$ cat config.mk
export PLATFORM = sky130hd
export DESIGN_NAME = ppee_front
export DESIGN_NICKNAME = d
export VERILOG_FILES = /design/src/rtl/core/ppee_pkg.sv /design/src/rtl/core/ppee_front.sv
export SDC_FILE = /design/constraint.sdc
export NUM_CORES = 1
export LEC_CHECK = 0
export BUFFER_PORTS_ARGS = -buffer_cell sky130_fd_sc_hd__buf_2
export CAP_MARGIN = 20
export CORE_UTILIZATION = 45
export DETAILED_ROUTE_END_ITERATION = 8
export PLACE_DENSITY_LB_ADDON = 0.05
export SLEW_MARGIN = 5
export SYNTH_ARGS = -nofsm -noshare
export SYNTH_HDL_FRONTEND = slang
export SYNTH_SLANG_ARGS = --single-unit
export TNS_END_PERCENT = 30
$ cat constraint.sdc
create_clock -name i_clk -period 2.64 [get_ports i_clk]
set_input_delay 0.528 -clock i_clk [delete_from_list [all_inputs] [get_ports i_clk]]
set_output_delay 0.528 -clock i_clk [all_outputs]
set_load 0.01 [all_outputs]
$ cat src/rtl/core/ppee_pkg.sv
// ----------------------------------------------------------------------------
// ppee_pkg
// Shared types and constants of the two-page ping-pong eeprom emulator.
// ----------------------------------------------------------------------------
package ppee_pkg;

    localparam int PAGE_BYTES_DEF = 2048;
    localparam int HEADER_BYTES   = 4;
    localparam int PS_W           = 12;
    localparam int ADDR_W         = 11;
    localparam int BYTE_W         = 8;
    localparam int IN_TDATA_W     = 24;
    localparam int OUT_TDATA_W    = 16;

    // input mode codes
    typedef enum logic [1:0] {
        MODE_READ  = 2'd0,
        MODE_WRITE = 2'd1,
        MODE_ERASE = 2'd2,
        MODE_NONE  = 2'd3
    } t_mode;

    // result status codes
    typedef enum logic [1:0] {
        ST_OK    = 2'd0,
        ST_RANGE = 2'd1,
        ST_ABORT = 2'd2
    } t_status;

    // classified command kinds
    typedef enum logic [1:0] {
        K_BAD   = 2'd0,
        K_READ  = 2'd1,
        K_WRITE = 2'd2,
        K_ERASE = 2'd3
    } t_kind;

    // command handed from front to back
    typedef struct packed {
        t_kind                 kind;
        logic [ADDR_W-1:0]     addr;
        logic [BYTE_W-1:0]     data;
        logic                  last;
        logic                  in_range;
        logic [PS_W-1:0]       size;
    } t_cmd;

    // back-end sequencer states
    typedef enum logic [1:0] {
        BS_IDLE = 2'd0,
        BS_READ = 2'd1,
        BS_COPY = 2'd2,
        BS_EXEC = 2'd3
    } t_bstate;

endpackage

$ cat src/rtl/core/ppee_front.sv
// ----------------------------------------------------------------------------
// ppee_front
// Accepts input beats, checks config and range, registers a command.
// ----------------------------------------------------------------------------
module ppee_front #(
    parameter int PAGE_BYTES = ppee_pkg::PAGE_BYTES_DEF
) (
    input  logic                         i_clk,
    input  logic                         i_rst_n,
    input  logic                         i_valid,
    output logic                         o_ready,
    input  logic [1:0]                   i_mode,
    input  logic [ppee_pkg::ADDR_W-1:0]  i_addr,
    input  logic [ppee_pkg::BYTE_W-1:0]  i_data,
    input  logic                         i_last,
    input  logic [ppee_pkg::PS_W-1:0]    i_page_size,
    output logic                         o_valid,
    output ppee_pkg::t_cmd               o_cmd,
    input  logic                         i_q_ready
);

    logic                   r_v;
    ppee_pkg::t_cmd         r_cmd;
    ppee_pkg::t_cmd         n_cmd;
    logic                   w_good;
    logic [ppee_pkg::PS_W-1:0] w_size;
    logic                   w_acc;

    assign o_ready = !r_v || i_q_ready;
    assign w_acc   = i_valid && o_ready;

    // config check and data area size
    assign w_good = (i_page_size[2:0] == 3'd0)
                 && (i_page_size > ppee_pkg::PS_W'(ppee_pkg::HEADER_BYTES))
                 && (32'(i_page_size) <= 32'(PAGE_BYTES));
    assign w_size = i_page_size - ppee_pkg::PS_W'(ppee_pkg::HEADER_BYTES);

    // classify
    always_comb begin
        n_cmd          = '0;
        n_cmd.addr     = i_addr;
        n_cmd.data     = i_data;
        n_cmd.last     = i_last;
        n_cmd.size     = w_size;
        n_cmd.in_range = {1'b0, i_addr} < w_size;
        case (ppee_pkg::t_mode'(i_mode))
            ppee_pkg::MODE_READ:  n_cmd.kind = ppee_pkg::K_READ;
            ppee_pkg::MODE_WRITE: n_cmd.kind = ppee_pkg::K_WRITE;
            ppee_pkg::MODE_ERASE: n_cmd.kind = ppee_pkg::K_ERASE;
            default:              n_cmd.kind = ppee_pkg::K_BAD;
        endcase
        if (!w_good) begin
            n_cmd.kind = ppee_pkg::K_BAD;
        end
    end

    // command register
    always_ff @(posedge i_clk) begin
        if (!i_rst_n) begin
            r_v <= 1'b0;
        end else begin
            r_v <= w_acc || (r_v && !i_q_ready);
        end
        if (w_acc) begin
            r_cmd <= n_cmd;
        end
    end

    assign o_valid = r_v;
    assign o_cmd   = r_cmd;

endmodule

After elaboration in Yosys (flattened, before gate mapping) --
Cells that the tools add are included.
Storage, ports and cells: memories kept 0, output and inout bits 37, bits in latches 0, ROM bits 0, bits in writable memories 0, register bits after elaboration 36
Cells by class: eq/ne operators 2, reduce and logical (&&, ||, !) cells 10, divide/modulo/power cells 0, multiplexer cells 1, $add $sub $neg 1, multipliers 0, $lt $le $gt $ge 3, shifts and indexed selects 0, bitwise operators 0
Operators with widths (number):
- $gt 12x3->1 const B | 1
- $le 12x12->1 const B | 1
- $lt 11x12->1 | 1
- $sub 12x3->12 const B | 1
- $pmux 2 s3 | 1
- $logic_and 1x1->1 | 4
- $logic_not 3->1 | 1
- $eq 2x1->1 const B | 1
- $eq 2x2->1 const B | 1
- $logic_not 1->1 | 2
- $logic_not 2->1 | 1
- $logic_or 1x1->1 | 2

Depth between registers and ports, before layout --
depth after elaboration 4, gate-level depth with buffers 9

Worst setup path after synthesis --
Ideal clock, no wire load.
path kind input-to-reg, start point input port i_page_size[5] in the netlist's numbering, end point register r_cmd (netlist bit o_cmd[12]) (data pin), setup slack 316 ps, data required time 2386 ps, stages on the path 9, path buffers 0, data arrival time 2070 ps, path through nor4_4 nand2b_2 nor3b_2 xnor2_1 ha_1 nand3_1 a211oi_1 nand2_1 a21o_1
RTL lines:
- start, declared | RTL line ppee_front.sv:16 | input logic [ppee_pkg::PS_W-1:0] i_page_size,
- end signal, assigned | RTL line ppee_front.sv:65 | r_cmd <= n_cmd;
- end, declared | RTL line ppee_front.sv:23 | ppee_pkg::t_cmd r_cmd;

==> flow_results.xml <==
<?xml version="1.0" encoding="UTF-8"?>
<metrics>
  <group name="power_and_ir_drop">
    <metric name="p_sw_share" unit="%">22.9</metric>
    <metric name="p_leak" unit="nW">0.989</metric>
    <metric name="switching_power" unit="W">0.000292</metric>
    <metric name="power_density" unit="nW/um^2">578</metric>
    <metric name="power.ir.vdd_worst" unit="mV">0.283</metric>
    <metric name="power.combinational.fraction" unit="%">13.4</metric>
    <metric name="power.share.sequential" unit="%">53.1</metric>
    <metric name="power.internal" unit="W">0.000981</metric>
    <metric name="power_frac_clock" unit="%">33.5</metric>
  </group>
  <group name="run_status">
    <metric name="outcome" unit="">finished, final reports clean</metric>
  </group>
  <group name="worst_setup_path">
    <metric name="critPathKind" unit="">in -&gt; reg</metric>
    <metric name="worstSetupEndpointType" unit="">flop</metric>
    <metric name="r2r_setup_slack" unit="ps">1350</metric>
    <metric name="critical_path.max_fanout" unit="">6</metric>
    <metric name="critical_path_arrival" unit="ps">2320</metric>
    <metric name="startpoint_type_of_the_worst_setup_path" unit="">input pin</metric>
    <metric name="worst-endpoint-required" unit="ps">2690</metric>
  </group>
  <group name="drt">
    <metric name="vias" unit="">1153</metric>
    <metric name="drt-vias-per-instance" unit="">4.76</metric>
    <metric name="route.antenna.remaining_nets" unit="">0</metric>
    <metric name="drt-pass1-iter-count" unit="">4</metric>
    <metric name="dr.first_iter.drc_count" unit="">46</metric>
    <metric name="remaining_drc_errors" unit="">0</metric>
    <metric name="routed_wirelength" unit="mm">3.13</metric>
    <metric name="wl_per_cell" unit="um">12.9</metric>
  </group>
  <group name="global_routing">
    <metric name="grt_antenna_before_repair" unit="">0</metric>
    <metric name="gr-total-overflow" unit="">0</metric>
    <metric name="grt_max_degree" unit="">36</metric>
    <metric name="grtUsageTotal" unit="%">17.4</metric>
    <metric name="grt_pass1_vias" unit="">1128</metric>
    <metric name="grt_pass1_wl" unit="mm">5.02</metric>
  </group>
  <group name="sta">
    <metric name="worst_pin_slew" unit="ps">450</metric>
    <metric name="timing.setup.tns" unit="ps">0</metric>
    <metric name="fin_hold_ws" unit="ps">413</metric>
    <metric name="final_max_slew_viol_count" unit="">0</metric>
    <metric name="fin_worst_skew" unit="ps">4.72</metric>
    <metric name="normalized_max_slew_margin" unit="%">70.0</metric>
    <metric name="fmax" unit="GHz">0.441</metric>
    <metric name="finalSetupViolations" unit="">0</metric>
    <metric name="finalHoldViolations" unit="">0</metric>
    <metric name="final_min_period_over_clock_period" unit="%">86.0</metric>
    <metric name="finalWorstPathRequiredPeriod" unit="ps">2270</metric>
    <metric name="rsz0062_at_grt" unit="">false</metric>
  </group>
  <group name="job">
    <metric name="drv_cap" unit="">0</metric>
  </group>
  <group name="die">
    <metric name="die-width" unit="um">62.7</metric>
    <metric name="dieArea" unit="sq um">3930</metric>
    <metric name="die_h" unit="um">62.7</metric>
    <metric name="floorplan.io_pins" unit="">75</metric>
    <metric name="core_area" unit="sq um">3440</metric>
    <metric name="floorplan.rows" unit="">21</metric>
    <metric name="initial_core_util" unit="%">48.2</metric>
  </group>
  <group name="final_layout">
    <metric name="antenna_cells_inserted" unit="">0</metric>
    <metric name="fraction_of_final_layout_cells_with_drive_strength_greater_than_1" unit="%">45.4</metric>
    <metric name="fill_cells" unit="">298</metric>
    <metric name="syn2layout_area_growth" unit="%">32.8</metric>
    <metric name="final-seq-area" unit="sq um">1070</metric>
    <metric name="num-nets-final" unit="">249</metric>
    <metric name="multi_input_comb_area" unit="sq um">538</metric>
  </group>
  <group name="clock_network">
    <metric name="cts_tree" unit="">yes</metric>
    <metric name="postCtsSetupBuffers" unit="">0</metric>
    <metric name="cts_max_level" unit="">2</metric>
    <metric name="cts.reportedPaths.clkPinSlew" unit="ps">70</metric>
    <metric name="cts_root_buf" unit="">sky130_fd_sc_hd__clkbuf_8</metric>
    <metric name="cts_resized" unit="">0</metric>
    <metric name="cts_inserted_buffers" unit="">5</metric>
    <metric name="clock_tree.buffer_depth" unit="">2</metric>
    <metric name="clock_latency_on_the_worst_skew_pair" unit="ps">290</metric>
    <metric name="cts.sinks" unit="">36</metric>
    <metric name="cts-hold-fix-buffers" unit="">0</metric>
  </group>
  <group name="synthesis">
    <metric name="synth_cell_types" unit="">29</metric>
    <metric name="mappedNetlistNets" unit="">166</metric>
    <metric name="synth-edff-count" unit="">35</metric>
    <metric name="synth_seq_area_share" unit="%">64.6</metric>
    <metric name="ys_ff_latch" unit="">36</metric>
    <metric name="synthesized_netlist_cell_count" unit="">112</metric>
    <metric name="synth_async_sr_flop_share" unit="%">0</metric>
    <metric name="syn_area" unit="sq um">1660</metric>
    <metric name="dominantRegCellSynth" unit="">sky130_fd_sc_hd__edfxtp_1</metric>
    <metric name="yosysWarnings" unit="">0</metric>
    <metric name="synthesis.area_per_instance" unit="sq um">14.8</metric>
  </group>
  <group name="placed_design">
    <metric name="portBuffers" unit="">74</metric>
    <metric name="dp.final_hpwl" unit="mm">2.39</metric>
    <metric name="gp_routability_congestion" unit="">0.876</metric>
  </group>
  <group name="min_path">
    <metric name="timing.hold.worst.class" unit="">in -&gt; reg</metric>
  </group>
</metrics>
## power by group through the flow
stage	clock, W	sequential [W]	combinational (W)
2_1_floorplan	0	0.000710	0.0000638
5_1_grt	0.000459	0.000679	0.000191
6_report	0.000426	0.000676	0.000171
3_5_place_dp	0	0.000689	0.000173
4_1_cts	0.000435	0.000676	0.000174
3_3_place_gp	0	0.000688	0.000169
## final cells by class
cell class	count	share of cell area [%]
sequential	36	48.7
multi-input combinational	63	24.4
timing repair buffer	76	17.5
clock buffer	8	4.55
tap	46	2.62
inverter	13	2.22
## sequential cells by signal (all words and copies together), names as in the netlist
name     flops
o_cmd       35
o_valid      1
## stage by stage
step | cell area [sq um] | setup slack [ps] | power, W | util, % | cells
finish | 2200 | 370 | 0.00127 | 63.9 | 242
global route | 2200 | 137 | 0.00133 | 63.9 | 242
CTS | 2200 | 346 | 0.00128 | 63.9 | 242
detailed placement | 2100 | 49.4 | 0.000862 | 61.0 | 234
global placement | 2100 | 149 | 0.000856 | 61.0 | 234
floorplan | 1660 | 316 | 0.000774 | - | 112
## placed cells by master, fill, tap and decap left out, types with 2 or more instances in the layout
| cell | synthesis | final |
|---|---|---|
| sky130_fd_sc_hd__a211oi_1 | 2 | 2 |
| sky130_fd_sc_hd__a21o_1 | 2 | 2 |
| sky130_fd_sc_hd__a21oi_1 | 2 | 2 |
| sky130_fd_sc_hd__buf_2 | 0 | 74 |
| sky130_fd_sc_hd__buf_4 | 0 | 2 |
| sky130_fd_sc_hd__clkbuf_8 | 0 | 7 |
| sky130_fd_sc_hd__edfxtp_1 | 35 | 35 |
| sky130_fd_sc_hd__ha_1 | 16 | 16 |
| sky130_fd_sc_hd__inv_1 | 13 | 13 |
| sky130_fd_sc_hd__nand2_1 | 5 | 5 |
| sky130_fd_sc_hd__nor2_1 | 4 | 4 |
| sky130_fd_sc_hd__nor3_1 | 3 | 3 |
| sky130_fd_sc_hd__nor3b_1 | 2 | 2 |
| sky130_fd_sc_hd__o21ai_0 | 2 | 2 |
| sky130_fd_sc_hd__xnor2_1 | 4 | 4 |
| sky130_fd_sc_hd__xor2_1 | 6 | 6 |
## final timing paths
check | startpoint | to | depth (start not counted)
hold / removal | i_data[5] | o_cmd[19]$_DFFE_PP_ | 1
hold reg to reg | o_valid$_SDFF_PN0_ | o_valid$_SDFF_PN0_ | 2
setup / recovery | i_page_size[2] | o_cmd[12]$_DFFE_PP_ | 10
setup reg to reg | o_valid$_SDFF_PN0_ | o_cmd[18]$_DFFE_PP_ | 3
## metal layers
| layer | up-vias | track usage (%) | share of wire (%) |
|---|---|---|---|
| met1 | 524 | 19.3 | 40 |
| met3 | 6 | 5.29 | 6.4 |
| li1 | 576 | - | - |
| met2 | 47 | 30.0 | 51 |
| met5 | - | 0 | 0 |
| met4 | 0 | 8.72 | 2.2 |
## logic make-up after synthesis
group | after synthesis | share of synthesized area (%)
DFF | 36 | 64.6
and+or+nand+nor | 24 | 9.81
adders and majority gates | 16 | 12.1
AOI/OAI and AO/OA | 13 | 5.28
buffers and inverters | 13 | 2.94
xor gates and xnor gates | 10 | 5.28
## Yosys cell counts, types with 2 or more instances
cell type | number | share of area, %
sky130_fd_sc_hd__edfxtp_1 | 35 | 63
sky130_fd_sc_hd__nor3b_1 | 2 | 0.91
sky130_fd_sc_hd__inv_1 | 13 | 2.9
sky130_fd_sc_hd__xnor2_1 | 4 | 2.1
sky130_fd_sc_hd__nand2_1 | 5 | 1.1
sky130_fd_sc_hd__nor2_1 | 4 | 0.91
sky130_fd_sc_hd__a211oi_1 | 2 | 0.91
sky130_fd_sc_hd__a21o_1 | 2 | 0.91
sky130_fd_sc_hd__o21ai_0 | 2 | 0.60
sky130_fd_sc_hd__a21oi_1 | 2 | 0.60
sky130_fd_sc_hd__nor3_1 | 3 | 0.91
sky130_fd_sc_hd__ha_1 | 16 | 12
sky130_fd_sc_hd__xor2_1 | 6 | 3.2
## critical path, stage by stage
cell and delay [ps]:
sky130_fd_sc_hd__buf_2 150, sky130_fd_sc_hd__inv_1 130, sky130_fd_sc_hd__ha_1 280, sky130_fd_sc_hd__nor3b_2 270, sky130_fd_sc_hd__xnor2_1 110, sky130_fd_sc_hd__ha_1 300, sky130_fd_sc_hd__nand3_1 100, sky130_fd_sc_hd__a211oi_1 220
sky130_fd_sc_hd__nand2_1 80, sky130_fd_sc_hd__a21o_1 150
(Power assumes the default switching activity.)
