`src/rtl/core/ppee_pkg.sv`:
```
// ----------------------------------------------------------------------------
// ppee_pkg
// Shared types and constants of the two-page ping-pong eeprom emulator.
// ----------------------------------------------------------------------------
package ppee_pkg;

    localparam int PAGE_BYTES_DEF = 2048;
    localparam int HEADER_BYTES   = 4;
    localparam int PS_W           = 12;
    localparam int ADDR_W         = 11;
    localparam int BYTE_W         = 8;
    localparam int IN_TDATA_W     = 24;
    localparam int OUT_TDATA_W    = 16;

    // input mode codes
    typedef enum logic [1:0] {
        MODE_READ  = 2'd0,
        MODE_WRITE = 2'd1,
        MODE_ERASE = 2'd2,
        MODE_NONE  = 2'd3
    } t_mode;

    // result status codes
    typedef enum logic [1:0] {
        ST_OK    = 2'd0,
        ST_RANGE = 2'd1,
        ST_ABORT = 2'd2
    } t_status;

    // classified command kinds
    typedef enum logic [1:0] {
        K_BAD   = 2'd0,
        K_READ  = 2'd1,
        K_WRITE = 2'd2,
        K_ERASE = 2'd3
    } t_kind;

    // command handed from front to back
    typedef struct packed {
        t_kind                 kind;
        logic [ADDR_W-1:0]     addr;
        logic [BYTE_W-1:0]     data;
        logic                  last;
        logic                  in_range;
        logic [PS_W-1:0]       size;
    } t_cmd;

    // back-end sequencer states
    typedef enum logic [1:0] {
        BS_IDLE = 2'd0,
        BS_READ = 2'd1,
        BS_COPY = 2'd2,
        BS_EXEC = 2'd3
    } t_bstate;

endpackage

```
`src/rtl/core/ppee_queue.sv`:
```
// ----------------------------------------------------------------------------
// ppee_queue
// Two-entry command queue between front and back.
// ----------------------------------------------------------------------------
module ppee_queue (
    input  logic           i_clk,
    input  logic           i_rst_n,
    input  logic           i_push,
    input  ppee_pkg::t_cmd i_cmd,
    output logic           o_ready,
    input  logic           i_pop,
    output logic           o_valid,
    output ppee_pkg::t_cmd o_cmd
);

    ppee_pkg::t_cmd r_mem [2];
    logic           r_wp;
    logic           r_rp;
    logic [1:0]     r_cnt;
    logic           w_push;
    logic           w_pop;

    assign o_ready = (r_cnt != 2'd2);
    assign o_valid = (r_cnt != 2'd0);
    assign o_cmd   = r_mem[r_rp];
    assign w_push  = i_push && o_ready;
    assign w_pop   = i_pop && o_valid;

    // pointers and count
    always_ff @(posedge i_clk) begin
        if (!i_rst_n) begin
            r_wp  <= 1'b0;
            r_rp  <= 1'b0;
            r_cnt <= 2'd0;
        end else begin
            if (w_push) r_wp <= !r_wp;
            if (w_pop)  r_rp <= !r_rp;
            r_cnt <= r_cnt + {1'b0, w_push} - {1'b0, w_pop};
        end
        if (w_push) begin
            r_mem[r_wp] <= i_cmd;
        end
    end

endmodule

```
`config.mk`:
```
export PLATFORM = sky130hd
export DESIGN_NAME = ppee_queue
export DESIGN_NICKNAME = d
export VERILOG_FILES = /design/src/rtl/core/ppee_pkg.sv /design/src/rtl/core/ppee_queue.sv
export SDC_FILE = /design/constraint.sdc
export NUM_CORES = 1
export LEC_CHECK = 0
export ABC_AREA = 1
export BUFFER_PORTS_ARGS = -buffer_cell sky130_fd_sc_hd__clkbuf_2
export CORE_MARGIN = 4
export CORE_UTILIZATION = 56
export DETAILED_ROUTE_END_ITERATION = 7
export PLACE_DENSITY = 0.84
export REMOVE_ABC_BUFFERS = 1
export SETUP_SLACK_MARGIN = 0.15
export SLEW_MARGIN = 5
export SYNTH_ARGS = -nofsm -noshare
export SYNTH_HDL_FRONTEND = slang
export SYNTH_SLANG_ARGS = --single-unit
export TNS_END_PERCENT = 20
```
`constraint.sdc`:
```
create_clock -name i_clk -period 6.2 [get_ports i_clk]
set_clock_uncertainty 0.15 [all_clocks]
set_input_delay 0.93 -clock i_clk [delete_from_list [all_inputs] [get_ports i_clk]]
set_output_delay 0.93 -clock i_clk [all_outputs]
set_load 0.03 [all_outputs]
```
# Word-level counts from Yosys, hierarchy flattened
# Memory sizes are Yosys's and may differ from the RTL's. A register that Yosys moved wholly into a read port is not among the register bits.
# Index checks and enable logic that the tools add are counted.
totals:
  register_bits: 4
  mem_bits_rw: 70
  elab_cells: 16
  mem_count: 1
mem_list:
  columns: ["memory", "words", "width", "read_ports", "rd_clocked_by_memory_dff", "wr", "line", "source"]
  rows:
  - ["r_mem", 2, 35, 1, 1, 1, "ppee_queue.sv:16", "ppee_pkg::t_cmd r_mem [2];"]
op_classes:
  n_addsub: 2
  eq_ne: 1
  mux: 4
  reduce_logical: 5
ops:
  columns: ["operator", "count"]
  rows:
  - ["$mux 1", 4]
  - ["$add 2x1->2", 1]
  - ["$logic_and 1x1->1", 2]
  - ["$logic_not 1->1", 2]
  - ["$ne 2x2->1 const B", 1]
  - ["$reduce_bool 2->1", 1]
  - ["$sub 2x1->2", 1]

# Logic depth before layout (Yosys ltp)
# Gate-level depths: netlist of run 1.
depth:
  depth_word: 4
  mapped_depth: 11
  depth_no_buf: 11

# Least setup slack after synthesis of run 1
# Ideal clock, no wire load.
synth_path:
  path_kind: "in2reg"
  from: "input port i_push"
  to: "memory r_mem[1][0] (netlist name), enable pin"
  setup_time_ns: 0.429
  t_arrival_ns: 2.596
  t_required_ns: 5.621
  slack_ns: 3.025
  stages: 2
  path_buffers: 0
  cell_sequence: "nand2_1 -> nor2_1"
synth_between:
  elab_chain_cells: 3
synth_rtl:
  columns: ["item", "line", "source"]
  rows:
  - ["start, declared", "ppee_queue.sv:8", "input logic i_push,"]
  - ["$logic_and 1x1->1", "ppee_queue.sv:26", "assign w_push = i_push && o_ready;"]
  - ["$mux 1", "ppee_queue.sv:40", "if (w_push) begin"]
  - ["$mux 1 (implied by the code)", "ppee_queue.sv:41", "r_mem[r_wp] <= i_cmd;"]
  - ["end, declared", "ppee_queue.sv:16", null]
# No other way between the ends.

==> results of run 1 <==
layer usage:
metal	wire length (µm)	share of wire	vias to the layer above	GRT usage
met5	0	0	-	0
met2	2190	0.50	58	0.238
met1	1800	0.41	689	0.184
met4	70	0.016	0	0.0760
li1	-	-	708	-
met3	355	0.080	8	0.0448
cell families (layout without fill, tap and decap cells):
family / count (synthesis) / count (layout) / synth area share
flip-flops: 75 / 75 / 0.755
multiplexers: 35 / 35 / 0.174
AND/OR/NAND/NOR: 21 / 21 / 0.0283
buffers and inverters: 11 / 98 / 0.0335
adder cells (fa/ha/maj): 1 / 1 / 0.00429
AO/OA/AOI/OAI: 1 / 1 / 0.00172
XOR/XNOR: 1 / 1 / 0.00300
final cells by class:
| type | instances | area share |
|---|---|---|
| clock buffers | 9 | 0.0350 |
| flip-flops and latches | 75 | 0.623 |
| inverters | 7 | 0.00743 |
| well taps | 67 | 0.0237 |
| multi-input cells | 59 | 0.178 |
| clock inverters | 7 | 0.0262 |
| repair buffers | 75 | 0.106 |
state kept, by name, summed over array words and instances, names as in the netlist, named ones only:
name	flops
r_mem	70
r_cnt	2
r_rp	1
r_wp	1
through the flow:
| step | std cells | hold WS, ns |
|---|---|---|
| finish | 299 | 0.365 |
| global route | 299 | 0.397 |
| CTS | 299 | 0.362 |
| detailed placement | 283 | 0.344 |
| global placement | 283 | 0.331 |
| floorplan | 141 | 0.317 |
placed cells by master, fill, tap and decap left out, drive strengths merged, types with 2 or more instances in the layout:
cell type,synthesis,layout
nand2,11,11
inv,7,7
clkbuf,0,84
clkinvlp,0,2
dfxtp,5,5
mux2,35,35
clkinv,0,3
nor2,9,9
bufinv,0,2
edfxtp,70,70
path summary, 6_finish.rpt:
check,slack [ns],end,cells past startpoint,startpoint
max,3.09,o_cmd[2],2,register
min,0.36,register,2,r_rp
max reg2reg,4.15,r_mem[1][33],4,r_cnt[0]
min reg2reg,0.36,register,2,r_rp
power by group:
part	internal, mW	leakage (nW)	switching, mW
registers	0.645	0.696	0.0579
clock network	0.225	0.103	0.169
logic	0.187	0.633	0.277
total	1.06	1.43	0.504
critical path: stages, from the launching register on:
cell      delay (ns)
dfxtp_2         1.07
mux2_2          0.42
clkbuf_2        0.18
==> flow_summary.yaml, run 1 <==
run_status:
  outcome: "completed"
grt:
  grt_max_degree: 37
  grt_pass1_wl_um: 6910
  antenna_found_initial: 0
  grt_usage: 0.149
  overflow: 0
  grt_pass1_vias: 1408
final_layout:
  nets: 267
  final_cell_area_um2: 3540
  regArea_um2: 2200
  layout-drive-gt1-share: 0.556
  diodes: 0
  area_growth_pct: 21.3
  multi_input_area_um2: 631
  n_fill_cell: 311
  fin_util: 0.725
clock_tree:
  cts_max_level: 3
  post_cts_buffers: 0
  cts_tree: "built"
  clock-root-buffer: "clkbuf_8"
  clk_latency_ns: 0.32
  cts.clk_slew.worst_paths_ns: 0.07
  clock_sinks: 75
  cts-buffers-inserted: 9
  cts.repair.resized: 0
  clock_path_buffers: 2
  cts_hold_buffers: 0
sta:
  worst_pin_slew_ns: 1.11
  period_share: 0.501
  fmax_mhz: 322
  fin_crit_ns: 3.11
  finalWorstSetupSlack_ns: 3.09
  finalSetupViolCount: 0
  maxSlewHeadroom: 0.257
  rsz0062_at_grt: "false"
  finalHoldViolCount: 0
  slew_viol_final: 0
  setup_tns_ns: 0
routing:
  drc: 0
  ant_nets: 0
  num_vias: 1463
  wl_per_cell_um: 14.8
  wirelength_um: 4420
  drtPass1Iterations: 4
  vias_per_cell: 4.89
  drt_iter0_markers: 116
synth:
  synth_area_um2: 2920
  synthCells: 145
  ys_ff_latch: 75
  post-synth-top-area-cell: "edfxtp_1"
  ys_types: 14
  synth-edff-count: 70
  post-synth-top-area-fraction: 0.721
  ys_warn_count: 0
  ys_top_cells_by_area: "edfxtp_1 72%, mux2_4 15%, dfxtp_1 3.4%, buf_12 2.1%, mux2_2 1.9%"
  yosysMostFrequentCell: "edfxtp_1"
  async_flop_share: 0
  syn_avg_cell_area_um2: 20.1
  ys.flop_type: "edfxtp_1"
  seq_area_frac_synth: 0.755
  synth_common_cells: "70 x edfxtp_1, 30 x mux2_4, 11 x nand2_1, 8 x nor2_1, 7 x inv_1"
power:
  power_mw: 1.56
  power_density_nw_per_um2: 441
  vdd_ir_drop_max_v: 0.000360
  p_leak_nw: 1.43
worst_setup_path:
  criticalPathCategory: "reg2out"
  startpoint_type: "register"
  cp.arrival_ns: 2.03
  cp_max_fo: 35
  critPathCaptureType: "output pin"
  cp.required_ns: 5.12
placement:
  dpl_cell_area_um2: 3320
  numPortBuffers: 75
  globalplace.congestion: 0.677
  pre_cts_slack_ns: 3.45
  dpl.hpwl_um: 2880
run:
  cap_viol_max_count: 0
floorplan:
  design.core.area_um2: 4880
  pin_count: 76
  initial_core_util: 0.597
  core.rowCount: 25
  die_w_um: 80.2
  die_h_um: 80.2
  dieArea_um2: 6420
min_path:
  hold_path.class: "reg2reg"
No activity file was read; power rests on OpenSTA's default activity.
==> run 2: changes to the inputs <==
Settings changed: CORE_UTILIZATION 56 to 47, PLACE_DENSITY 0.84 to 0.75.
Clock period 6.2 ns to 2.5 ns, I/O delays scaled along.
==> flow_summary.yaml, run 2 (synthesis results as in run 1) <==
routing:
  drc: 0
  drt_iter0_markers: 71
  wl_per_cell_um: 14.7
  vias_per_cell: 4.68
  ant_nets: 0
  wirelength_um: 4570
  drtPass1Iterations: 4
  num_vias: 1455
placement:
  globalplace.congestion: 0.667
  numPortBuffers: 75
  dpl.hpwl_um: 3190
  pre_cts_slack_ns: 0.749
  dpl_cell_area_um2: 3370
sta:
  rsz0062_at_grt: "false"
  finalHoldViolCount: 0
  fin_crit_ns: 2.09
  period_share: 0.838
  fmax_mhz: 477
  finalWorstSetupSlack_ns: 0.405
  finalSetupViolCount: 0
  slew_viol_final: 0
  maxSlewHeadroom: 0.681
  setup_tns_ns: 0
  worst_pin_slew_ns: 0.479
final_layout:
  final_cell_area_um2: 3580
  diodes: 0
  multi_input_area_um2: 631
  reg.largest.list: "r_mem x70, r_cnt x2"
  area_growth_pct: 22.8
  final_common_cell: "clkbuf_2"
  fin_util: 0.601
  n_fill_cell: 474
  layout-drive-gt1-share: 0.559
  largest_reg_flops: 70
  layout_common_cells: "75 x clkbuf_2, 70 x edfxtp_1, 30 x mux2_4"
  regArea_um2: 2200
  nets: 271
  regMostFlops: "r_mem"
clock_tree:
  cts-buffers-inserted: 9
  clk_latency_ns: 0.33
  clock_path_buffers: 2
  clock-root-buffer: "clkbuf_8"
  clock_sinks: 75
  cts.clk_slew.worst_paths_ns: 0.07
  cts_tree: "built"
  cts.repair.resized: 0
  cts_hold_buffers: 0
  post_cts_buffers: 0
  cts_max_level: 3
floorplan:
  die_h_um: 86.8
  die_w_um: 86.8
  pin_count: 76
  core.rowCount: 28
  design.core.area_um2: 5960
  initial_core_util: 0.489
  dieArea_um2: 7530
worst_setup_path:
  cp_max_fo: 20
  criticalPathCategory: "reg2out"
  critPathCaptureType: "output pin"
  cp.arrival_ns: 1.57
  startpoint_type: "register"
  cp.required_ns: 1.98
grt:
  grt_usage: 0.132
  grt_pass1_vias: 1485
  grt_max_degree: 37
  grt_pass1_wl_um: 7100
  overflow: 0
  antenna_found_initial: 0
power:
  p_leak_nw: 1.46
  power_mw: 3.88
  vdd_ir_drop_max_v: 0.000861
  power_density_nw_per_um2: 1080
run:
  cap_viol_max_count: 0
min_path:
  hold_path.class: "in2reg"
run_status:
  outcome: "completed"
==> run 2: cell count changes in the layout (fill, tap and decap cells not counted) <==
cell,before,now
buf_4,0,3
clkbuf_1,0,2
buf_12,0,1
clkinv_2,1,2
clkinv_4,1,0
clkinv_1,1,0
clkinvlp_4,2,1
==> run 2: stage by stage <==
step / instances / hold WS, ns
2_1_floorplan: 141 / 0.317
3_3_place_gp: 295 / 0.332
3_5_place_dp: 295 / 0.348
4_1_cts: 311 / 0.0600
5_1_grt: 311 / 0.0398
6_report: 311 / 0.0770
==> run 2: metal layers <==
metal / vias to the layer above / track usage / part of all wire
li1: 708 / - / -
met1: 698 / 0.145 / 0.40
met2: 44 / 0.218 / 0.52
met3: 5 / 0.0523 / 0.068
met4: 0 / 0.0722 / 0.013
met5: - / 0 / 0
==> run 2: area by class of cell <==
class / instances / area share
Sequential cell: 75 / 0.615
Multi-Input combinational cell: 59 / 0.176
Timing Repair Buffer: 79 / 0.117
Clock buffer: 11 / 0.0367
Tap cell: 75 / 0.0262
Clock inverter: 5 / 0.0217
Inverter: 7 / 0.00734
==> run 2: worst max-delay path, stage by stage, from the launching register on <==
cell,delay [ns]
dfxtp_2,0.33
buf_4,0.34
mux2_2,0.39
clkbuf_2,0.18
==> run 2: final timing paths <==
path                  start      endpoint  slack [ns]  depth (start not counted)
setup / recovery   register      o_cmd[0]        0.41                          3
hold / removal    i_cmd[26]  r_mem[1][26]        0.08                          1
setup reg to reg   r_cnt[0]   r_mem[0][7]        0.75                          5
hold reg to reg        r_rp      register        0.36                          2
==> run 2: power breakdown <==
group,total (mW),internal [mW],switching (mW)
clock network,0.957,0.559,0.398
logic,1.27,0.485,0.786
registers,1.65,1.60,0.0577
total,3.88,2.64,1.24
==> run 3: changes to the inputs <==
Settings changed: CORE_UTILIZATION 47 to 52, PLACE_DENSITY 0.75 to 0.79.
Clock period 2.5 ns to 1.97 ns, I/O delays scaled along.
==> flow_summary.yaml, run 3 (synthesis results as in run 1) <==
clock_tree:
  cts.clk_slew.worst_paths_ns: 0.07
  cts_max_level: 3
  clock_sinks: 75
  post_cts_buffers: 0
  cts-buffers-inserted: 9
  cts_tree: "built"
  clk_latency_ns: 0.33
  clock-root-buffer: "clkbuf_8"
  clock_path_buffers: 2
routing:
  drt_iter0_markers: 65
  drc: 0
  vias_per_cell: 4.84
  drtPass1Iterations: 4
  wirelength_um: 5430
  wl_per_cell_um: 15.9
  ant_nets: 0
  num_vias: 1656
final_layout:
  largest_reg_flops: 70
  final_cell_area_um2: 4090
  n_fill_cell: 312
  area_growth_pct: 40.3
  layout_common_cells: "70 x edfxtp_1, 49 x clkbuf_2, 32 x mux2_4"
  regMostFlops: "r_mem"
  nets: 307
  final_common_cell: "edfxtp_1"
  layout-drive-gt1-share: 0.500
  reg.largest.list: "r_mem x70, r_cnt x2"
  diodes: 0
placement:
  numPortBuffers: 75
  pre_cts_slack_ns: 0.226
  dpl_cell_area_um2: 3390
  dpl.hpwl_um: 3380
  globalplace.congestion: 0.695
sta:
  fin_crit_ns: 1.89
  finalHoldViolCount: 0
  worst_pin_slew_ns: 0.331
  finalWorstSetupSlack_ns: 0.0814
  maxSlewHeadroom: 0.779
  finalSetupViolCount: 0
  holdWs_ns: 0.0172
  rsz0062_at_grt: "true"
  period_share: 0.959
  slew_viol_final: 0
  fmax_mhz: 530
worst_setup_path:
  criticalPathCategory: "reg2out"
  cp.arrival_ns: 1.44
  startpoint_type: "register"
  cp_max_fo: 5
  path_buf_inv: 2
  critPathCaptureType: "output pin"
  slowest_stage: "dfxtp_4"
  cp_cell_sequence: "clkbuf_16 > mux2_4 > clkbuf_2"
  slowest_delay_ns: 0.45
  cp.required_ns: 1.52
  critPathTopFamily: "flip-flops"
grt:
  overflow: 0
  antenna_found_initial: 0
  grt_max_degree: 22
  grt_pass1_wl_um: 8450
  grt_pass1_vias: 1745
  grt_usage: 0.157
power:
  p_leak_nw: 1.66
  vdd_ir_drop_max_v: 0.000811
  power_mw: 5.29
  power_density_nw_per_um2: 1290
run:
  cap_viol_max_count: 0
floorplan:
  design.core.area_um2: 5270
  die_h_um: 82.9
  pin_count: 76
  core.rowCount: 26
  dieArea_um2: 6870
  die_w_um: 82.9
  initial_core_util: 0.553
min_path:
  hold_path.class: "in2reg"
run_status:
  outcome: "completed"
run 3: timing repair:
action / CTS / global route
hold buffers: 26 / 5
cloned: 1 / 2
endpoints found under the hold margin: 51 / 7
gates resized for setup: 12 / 55
endpoints found under the setup margin: 35 / 36
run 3: layout make-up:
class	count	area, µm²	share of cell area
repair buffers	115	926	0.226
multi-input cells	59	638	0.156
clock buffers	10	128	0.0312
inverters	7	26.3	0.00642
well taps	70	87.6	0.0214
flip-flops and latches	75	2210	0.539
clock inverters	6	80.1	0.0196
run 3: worst reg2reg max path: cells and delay by family (launching register included):
kind	cells	cell delay [ns]
AND/OR/NAND/NOR	7	0.62
flip-flops	1	0.37
XOR/XNOR	1	0.21
adder cells (fa/ha/maj)	1	0.21
buffers and inverters	2	0.11
run 3: per-stage QoR:
stage | utilization | TNS [ns] | cells
3_5_place_dp | 0.644 | 0 | 292
2_1_floorplan | - | -77.77 | 141
6_report | 0.776 | 0 | 342
5_1_grt | 0.776 | 0 | 342
3_3_place_gp | 0.644 | 0 | 292
4_1_cts | 0.744 | 0 | 335
run 3: worst paths after layout:
| check | start | end | slack [ns] | depth (start not counted) |
|---|---|---|---|---|
| setup / recovery | register | o_cmd[27] | 0.08 | 3 |
| hold / removal | i_cmd[1] | r_mem[0][1] | 0.02 | 1 |
| hold reg to reg | r_rp | register | 0.35 | 2 |
| setup reg to reg | r_cnt[0] | r_cnt[1] | 0.21 | 11 |
run 3: power by group:
part / switching, mW / internal, mW / total (mW)
sequential: 0.106 / 2.03 / 2.13
combinational: 1.06 / 0.889 / 1.94
clock: 0.510 / 0.703 / 1.21
total: 1.67 / 3.62 / 5.29
run 3: routing by layer:
| layer | part of all wire | vias up | global-route usage |
|---|---|---|---|
| li1 | - | 784 | - |
| met1 | 0.41 | 797 | 0.186 |
| met2 | 0.51 | 67 | 0.267 |
| met3 | 0.063 | 8 | 0.0465 |
| met4 | 0.014 | 0 | 0.0624 |
| met5 | 0 | - | 0 |
